### config.mk
export PLATFORM = sky130hd
export DESIGN_NAME = ipd_frame_parser_unit
export DESIGN_NICKNAME = d
export VERILOG_FILES = /design/src/design/ipd_pkg.sv /design/src/design/ipd_step.sv /design/src/design/ipd_frame_parser_unit.sv
export SDC_FILE = /design/constraint.sdc
export NUM_CORES = 1
export LEC_CHECK = 0
export BUFFER_PORTS_ARGS = -buffer_cell sky130_fd_sc_hd__buf_2
export CORE_MARGIN = 4
export CORE_UTILIZATION = 45
export CTS_CLUSTER_SIZE = 16
export DETAILED_ROUTE_END_ITERATION = 10
export SYNTH_ARGS = -nofsm -noshare
export SYNTH_HDL_FRONTEND = slang
export SYNTH_HIERARCHICAL = 1
export SYNTH_SLANG_ARGS = --single-unit
### constraint.sdc
create_clock -name clk -period 8.43 [get_ports clk]
set_clock_uncertainty 0.1 [all_clocks]
set_input_delay 1.2645 -clock clk [delete_from_list [all_inputs] [get_ports clk]]
set_output_delay 1.2645 -clock clk [all_outputs]
set_load 0.01 [all_outputs]
### src/design/ipd_pkg.sv
// Shared types, codes and pattern tables for the IPD frame parser.
package ipd_pkg;

  typedef enum logic [1:0] {
    ST_BUSY = 2'd0,
    ST_DONE = 2'd1,
    ST_BAD  = 2'd2,
    ST_FULL = 2'd3
  } status_t;

  typedef enum logic [2:0] {
    PH_PREFIX  = 3'd0,
    PH_COMMA   = 3'd1,
    PH_CHAN    = 3'd2,
    PH_LEN     = 3'd3,
    PH_PAYLOAD = 3'd4,
    PH_TRAILER = 3'd5
  } phase_t;

  localparam logic [7:0] CH_CR    = 8'h0D;
  localparam logic [7:0] CH_LF    = 8'h0A;
  localparam logic [7:0] CH_COMMA = 8'h2C;
  localparam logic [7:0] CH_COLON = 8'h3A;
  localparam logic [7:0] CH_ZERO  = 8'h30;
  localparam logic [7:0] CH_NINE  = 8'h39;
  localparam logic [15:0] CAP_RESET = 16'd1024;
  localparam logic [15:0] NUM_MAX   = 16'hFFFF;
  localparam logic [2:0]  PAT_LAST  = 3'd5;

  typedef struct packed {
    phase_t      phase;
    logic [2:0]  match_idx;
    logic        digit_seen;
    logic [15:0] chan_acc;
    logic [15:0] len_acc;
    logic [15:0] pay_cnt;
  } parse_state_t;

  typedef struct packed {
    status_t     status;
    logic        payload_valid;
    logic [7:0]  payload_byte;
    logic [15:0] channel;
    logic [15:0] payload_len;
  } parse_result_t;

  localparam parse_state_t STATE_IDLE = '{
    phase: PH_PREFIX, match_idx: 3'd0, digit_seen: 1'b0,
    chan_acc: 16'd0, len_acc: 16'd0, pay_cnt: 16'd0
  };

  // CR LF '+' 'I' 'P' 'D'; index taken modulo six
  function automatic logic [7:0] head_char(input logic [2:0] idx);
    logic [7:0] c;
    case (idx)
      3'd0:    c = CH_CR;
      3'd1:    c = CH_LF;
      3'd2:    c = 8'h2B;
      3'd3:    c = 8'h49;
      3'd4:    c = 8'h50;
      3'd5:    c = 8'h44;
      3'd6:    c = CH_CR;
      default: c = CH_LF;
    endcase
    return c;
  endfunction

  // CR LF 'O' 'K' CR LF; index taken modulo six
  function automatic logic [7:0] tail_char(input logic [2:0] idx);
    logic [7:0] c;
    case (idx)
      3'd0:    c = CH_CR;
      3'd1:    c = CH_LF;
      3'd2:    c = 8'h4F;
      3'd3:    c = 8'h4B;
      3'd4:    c = CH_CR;
      3'd5:    c = CH_LF;
      3'd6:    c = CH_CR;
      default: c = CH_LF;
    endcase
    return c;
  endfunction

  // acc * 10 + d, saturating at 65535
  function automatic logic [15:0] add_digit(input logic [15:0] acc,
                                            input logic [3:0] d);
    logic [19:0] v;
    v = {1'b0, acc, 3'b000} + {3'b000, acc, 1'b0} + {16'd0, d};
    return (v > {4'd0, NUM_MAX}) ? NUM_MAX : v[15:0];
  endfunction

endpackage

### src/design/ipd_step.sv
// Per-byte next-state and result logic of the IPD frame parser.
module ipd_step import ipd_pkg::*; (
  input  parse_state_t  cur,
  input  logic [7:0]    rx_byte,
  input  logic [15:0]   capacity,
  input  logic          limit_hit,
  output parse_state_t  nxt,
  output parse_result_t res
);

  parse_state_t upd;
  status_t      status;
  logic         pvalid;
  logic         is_digit;
  logic [3:0]   digit;
  logic [16:0]  cnt_inc;

  assign is_digit = (rx_byte >= CH_ZERO) && (rx_byte <= CH_NINE);
  assign digit    = 4'(rx_byte - CH_ZERO);
  assign cnt_inc  = {1'b0, cur.pay_cnt} + 17'd1;

  always_comb begin
    upd    = cur;
    status = ST_BUSY;
    pvalid = 1'b0;
    if (limit_hit) begin
      status = ST_FULL;
    end else begin
      case (cur.phase)
        PH_PREFIX: begin
          if (rx_byte != head_char(cur.match_idx)) begin
            status = ST_BAD;
          end else if (cur.match_idx == PAT_LAST) begin
            upd.match_idx = 3'd0;
            upd.phase     = PH_COMMA;
          end else begin
            upd.match_idx = cur.match_idx + 3'd1;
          end
        end
        PH_COMMA: begin
          if (rx_byte != CH_COMMA) begin
            status = ST_BAD;
          end else begin
            upd.digit_seen = 1'b0;
            upd.phase      = PH_CHAN;
          end
        end
        PH_CHAN: begin
          if (is_digit) begin
            upd.chan_acc   = add_digit(cur.chan_acc, digit);
            upd.digit_seen = 1'b1;
          end else if (!cur.digit_seen || rx_byte != CH_COMMA) begin
            status = ST_BAD;
          end else begin
            upd.digit_seen = 1'b0;
            upd.phase      = PH_LEN;
          end
        end
        PH_LEN: begin
          if (is_digit) begin
            upd.len_acc    = add_digit(cur.len_acc, digit);
            upd.digit_seen = 1'b1;
          end else if (!cur.digit_seen || rx_byte != CH_COLON) begin
            status = ST_BAD;
          end else begin
            upd.digit_seen = 1'b0;
            upd.pay_cnt    = 16'd0;
            upd.match_idx  = 3'd0;
            upd.phase      = (cur.len_acc == 16'd0) ? PH_TRAILER : PH_PAYLOAD;
          end
        end
        PH_PAYLOAD: begin
          if (cur.pay_cnt >= capacity) begin
            status = ST_BAD;
          end else begin
            pvalid      = 1'b1;
            upd.pay_cnt = cnt_inc[15:0];
            if (cnt_inc >= {1'b0, cur.len_acc}) begin
              upd.match_idx = 3'd0;
              upd.phase     = PH_TRAILER;
            end
          end
        end
        PH_TRAILER: begin
          if (rx_byte != tail_char(cur.match_idx)) begin
            status = ST_BAD;
          end else if (cur.match_idx == PAT_LAST) begin
            status = ST_DONE;
          end else begin
            upd.match_idx = cur.match_idx + 3'd1;
          end
        end
        default: status = ST_BAD;
      endcase
    end
  end

  // numbers are reported as they stand after this byte, before re-arm
  always_comb begin
    res.status        = status;
    res.payload_valid = pvalid;
    res.payload_byte  = pvalid ? rx_byte : 8'd0;
    res.channel       = upd.chan_acc;
    res.payload_len   = upd.len_acc;
    nxt               = (status != ST_BUSY) ? STATE_IDLE : upd;
  end

endmodule

### src/design/ipd_frame_parser_unit.sv
// Top level of the IPD frame parser: input register, parse step, result register.
// The input register feeds the step logic, whose result and updated parse state
// are registered together when the result slot is free. Throughput: one byte per
// cycle while the result slot is not held by out_stall.
// Reset (rst_n low, synchronous): both stages empty, parser re-armed at the
// prefix, payload capacity back to 1024. Payload registers are not reset.
module ipd_frame_parser_unit import ipd_pkg::*; #(
  parameter int unsigned FRAME_BYTE_LIMIT = 1056
) (
  input  logic        clk,
  input  logic        rst_n,
  // received byte stream
  input  logic        in_valid,
  output logic        in_stall,
  input  logic [7:0]  in_rx_byte,
  // per-byte result
  output logic        out_valid,
  input  logic        out_stall,
  output logic [1:0]  out_status,
  output logic        out_payload_valid,
  output logic [7:0]  out_payload_byte,
  output logic [15:0] out_channel,
  output logic [15:0] out_payload_len,
  // capacity register write
  input  logic        cfg_valid,
  output logic        cfg_ready,
  input  logic [15:0] cfg_payload_capacity
);

  // frame byte counter must reach the limit itself
  localparam int unsigned FCW = $clog2(FRAME_BYTE_LIMIT + 1);
  localparam logic [FCW-1:0] LIMIT = FCW'(FRAME_BYTE_LIMIT);

  logic           in_valid_r, in_valid_nxt;
  logic [7:0]     in_byte_r;
  logic           out_valid_r, out_valid_nxt;
  parse_result_t  res_r;
  parse_state_t   st_r;
  parse_state_t   st_nxt;
  parse_result_t  res_nxt;
  logic [FCW-1:0] frame_cnt_r, frame_cnt_nxt;
  logic [15:0]    cap_r;
  logic           out_free;
  logic           take_in;
  logic           fire;
  logic           limit_hit;

  // result slot is free when empty or being drained this cycle
  assign out_free  = !out_valid_r || !out_stall;
  assign fire      = in_valid_r && out_free;
  assign in_stall  = in_valid_r && !out_free;
  assign take_in   = in_valid && !in_stall;
  assign limit_hit = (frame_cnt_r >= LIMIT);

  // user must write config only while idle, not enforced by the block; no back-pressure needed
  assign cfg_ready = 1'b1;

  ipd_step u_step (
    .cur       (st_r),
    .rx_byte   (in_byte_r),
    .capacity  (cap_r),
    .limit_hit (limit_hit),
    .nxt       (st_nxt),
    .res       (res_nxt)
  );

  always_comb begin
    in_valid_nxt = take_in ? 1'b1 : (fire ? 1'b0 : in_valid_r);
    out_valid_nxt = fire ? 1'b1 : (out_stall ? out_valid_r : 1'b0);
    // any terminal status re-arms, including a dropped byte at the limit
    if (res_nxt.status != ST_BUSY) begin
      frame_cnt_nxt = '0;
    end else begin
      frame_cnt_nxt = frame_cnt_r + FCW'(1);
    end
  end

  // control state
  always_ff @(posedge clk) begin
    if (!rst_n) begin
      in_valid_r  <= 1'b0;
      out_valid_r <= 1'b0;
      st_r        <= STATE_IDLE;
      frame_cnt_r <= '0;
      cap_r       <= CAP_RESET;
    end else begin
      in_valid_r  <= in_valid_nxt;
      out_valid_r <= out_valid_nxt;
      if (fire) begin
        st_r        <= st_nxt;
        frame_cnt_r <= frame_cnt_nxt;
      end
      if (cfg_valid && cfg_ready) begin
        cap_r <= cfg_payload_capacity;
      end
    end
  end

  // payload registers
  always_ff @(posedge clk) begin
    if (take_in) begin
      in_byte_r <= in_rx_byte;
    end
    if (fire) begin
      res_r <= res_nxt;
    end
  end

  assign out_valid         = out_valid_r;
  assign out_status        = res_r.status;
  assign out_payload_valid = res_r.payload_valid;
  assign out_payload_byte  = res_r.payload_byte;
  assign out_channel       = res_r.channel;
  assign out_payload_len   = res_r.payload_len;

endmodule

==> summary.md <==
| Metric | Value |
|---|---|
| Unrepaired setup endpoints after global routing | `false` |
| Min-delay worst type | `register to register` |
| Max Buffers Root-to-Sink | `2` |
| PortBufs | `73` |
| CTS tree | `yes` |
| Mapped Cells | `1,195` |
| Post-DR wirelength/cell | `16.5 um` |
| Number of synthesized flops with an enable pin | `51` |
| Commonest non-fill, non-tap cell in the layout | `nand2_1` |
| Row count | `54` |
| Most frequent cells in the layout | `nand2_1, ha_1, dfxtp_1` |
| Initial antenna violation count | `0` |
| H-tree level count | `4` |
| Cell variety after synth | `85` |
| Max VDD drop | `0.0850 mV` |
| Syn_nets | `1,331` |
| Total die area | `0.0248 mm^2` |
| Area delta synth->final | `10.5%` |
| Async SR Flop Fraction | `0` |
| Outcome | `finished, final reports clean` |
| Kind of end point of the critical path | `register` |
| I/O pins | `75` |
| Initial DRC Count | `629` |
| Placed inst area | `0.0106 mm^2` |
| Final WL | `25.3 mm` |
| Fillers | `2,118` |
| Routed Antenna Nets | `0` |
| Die H | `158 um` |
| WS Path Type | `register to register` |
| Worst R2R End | `st_r[38]$_SDFFE_PN0P_` |
| Final Hold Fails | `0` |
| First-pass GRT wire length | `41.5 mm` |
| Reg2Reg Setup Slack | `4220 ps` |
| Largest net degree at the start of global routing | `84` |
| Vias in the first global route | `8,264` |
| Rel. slew slack | `0.219` |
| CP cell instances | `fa_1 -> fa_1 -> a211oi_1 -> o21ai_0 -> nand4_1 -> a31oi_1 -> o221ai_1 -> nor2_1 -> a211oi_1 -> nand2_1 -> a21boi_0` |
| Grt ovf | `0` |
| Core footprint | `0.0219 mm^2` |
| Hold path startpoint | `cap_r[10]$_SDFFE_PN1P_` |
| Worst setup SP type | `register` |
| CTS clk-pin slew, worst paths | `60 ps` |
| Slew Viols, Final | `0` |
| Min cycle time layout | `4210 ps` |
| Post-synthesis sequential area ratio | `0.319` |
| DRT Pass-1 Iters | `5` |
| CTS Sinks | `135` |
| Worst Path Max Fanout | `12` |
| Hold Slack | `381 ps` |
| Period utilization | `0.499` |
| CTS root buf | `clkbuf_16` |
| Vias/cell | `5.78` |
| Setup violations, final | `0` |
| Share of cells above drive strength 1 | `0.110` |
| Residual DRC | `0` |
| Hold Path Stages | `2` |
| YS warnings | `6` |
| Total Routing Usage GR | `0.204` |
| WHS Endpoint | `cap_r[10]$_SDFFE_PN1P_` |
| Fin nets | `1,374` |
| Fmax | `0.238 GHz` |
| Ant. Diodes | `0` |
| Post-CTS resize count | `0` |
| Dpl hpwl | `17.7 mm` |
| Max-Cap Viols | `0` |
| WP data required | `8680 ps` |
| Cell area after synthesis | `0.0101 mm^2` |
| Setup TNS | `0 ps` |
| Starting Density | `0.460` |
| Post-route cell area | `0.0111 mm^2` |
| Post CTS Setup Buffer Count | `0` |
| Critical Path AT | `4450 ps` |
| Die X | `158 um` |
| #FFs+latches synth | `135` |
| Worst R2R Start | `in_byte_r[3]$_DFFE_PP_` |
| PD cells | `134 mW/mm^2` |
| Worst path slowest cell | `o221ai_1` |
| GP Congestion | `0.889` |
| Worst-skew pair later-pin latency | `420 ps` |
| Ys flop type | `dfxtp_1` |
| Hold buffer count at cts | `0` |
| Reg2Reg Depth | `11` |
| DR vias | `8,848` |
| CP max stage delay | `810 ps` |
| P_leak | `4.39 nW` |
| Total clock buffers created by CTS | `17` |
| Avg Cell Area, Syn | `8.42 um^2` |
| Least-Margin Pin Slew | `1170 ps` |
## cell type report
| cell class | count | area (um^2) | area share |
|---|---|---|---|
| clock buffer | 18 | 450 | 0.0405 |
| clock inverter | 14 | 95.1 | 0.00855 |
| inverter | 58 | 219 | 0.0197 |
| multi-input combinational | 945 | 6370 | 0.573 |
| sequential | 135 | 3210 | 0.289 |
| tap | 280 | 350 | 0.0315 |
| timing repair buffer | 81 | 425 | 0.0382 |
## cells by family after synthesis
logic type                 count (synthesis)  share of synthesized area
AOI/OAI and AO/OA                        316                      0.210
DFF                                      135                      0.319
buffers and inverters                    115                     0.0486
muxes                                     23                     0.0235
xor gates and xnor gates                  40                     0.0348
other                                      1                   0.000372
adders and majority gates                107                      0.136
and+or+nand+nor                          458                      0.228
## through the flow
step	cells	util	worst slack (ps)	power [mW]
finish	1531	0.508	4220	1.49
global route	1531	0.508	3860	1.55
floorplan	1195	-	4790	0.775
CTS	1531	0.508	4230	1.51
global placement	1499	0.483	4360	0.807
detailed placement	1499	0.483	4240	0.807
## state kept, by name, indices dropped and copies added, names as in the netlist, 2 cells and up
name / count
cap_r: 16
frame_cnt_r: 11
in_byte_r: 8
out_payload_len: 16
out_channel: 16
st_r: 55
out_payload_byte: 8
out_status: 2
## power by group
group          switching, mW  leakage [nW]  internal (mW)  total, mW
clock network          0.309         0.277          0.395      0.704
logic                 0.0544          2.99         0.0323     0.0867
registers             0.0107          1.13          0.694      0.705
## critical path: cells and delay by family, from the launching register on
kind	cells	cell delay (ps)
AO/OA/AOI/OAI	6	1830
adder cells (fa/ha/maj)	2	1020
flip-flops	1	570
AND/OR/NAND/NOR	3	600
## synthesized netlist by cell type (3+ instances only)
cell type,count,area (um^2)
edfxtp_1,51,1530
nand2_1,159,597
o21bai_1,4,30.0
a21boi_0,57,428
xnor2_1,16,140
or2_2,3,18.8
dfxtp_1,84,1680
xor2_1,24,210
or3_1,9,56.3
nand3b_1,7,52.6
nor3b_1,5,37.5
fa_1,4,80.1
nand2b_1,12,75.1
o21a_1,10,75.1
o211ai_1,15,113
nor4b_1,4,35.0
a21o_1,11,82.6
a31oi_1,18,113
and3_1,12,75.1
o21ai_0,47,235
inv_1,55,206
buf_4,5,37.5
nor2b_1,33,206
mux2i_1,21,210
a22oi_1,4,30.0
a21oi_1,82,410
buf_2,19,95.1
and4_1,5,43.8
nand4_1,14,87.6
nand3_1,29,145
nor3_1,34,170
nand4b_1,4,35.0
o31ai_1,5,37.5
ha_1,103,1290
nor2_1,82,308
nor4_1,22,138
a221oi_1,3,26.3
or4_1,4,30.0
and2_1,9,56.3
a211oi_1,25,188
clkbuf_1,31,116
## worst max-delay path by stage
| stage | start | endpoint | cells past startpoint |
|---|---|---|---|
| floorplan | in_byte_r[3]$_DFFE_PP_ | st_r[30]$_SDFFE_PN0P_ | 11 |
| global placement | in_byte_r[3]$_DFFE_PP_ | st_r[36]$_SDFFE_PN0P_ | 11 |
| detailed placement | in_byte_r[2]$_DFFE_PP_ | st_r[38]$_SDFFE_PN0P_ | 12 |
| CTS | in_byte_r[2]$_DFFE_PP_ | st_r[38]$_SDFFE_PN0P_ | 12 |
| global route | in_byte_r[2]$_DFFE_PP_ | st_r[38]$_SDFFE_PN0P_ | 12 |
| finish | in_byte_r[3]$_DFFE_PP_ | st_r[38]$_SDFFE_PN0P_ | 11 |
## metal layers
metal | vias up | GRT usage | part of all wire
li1 | 4445 | - | -
met1 | 4172 | 0.265 | 0.46
met2 | 202 | 0.355 | 0.49
met3 | 29 | 0.0353 | 0.040
met4 | 0 | 0.0508 | 0.016
met5 | - | 0 | 0
Power figures use the tool's default switching activity.
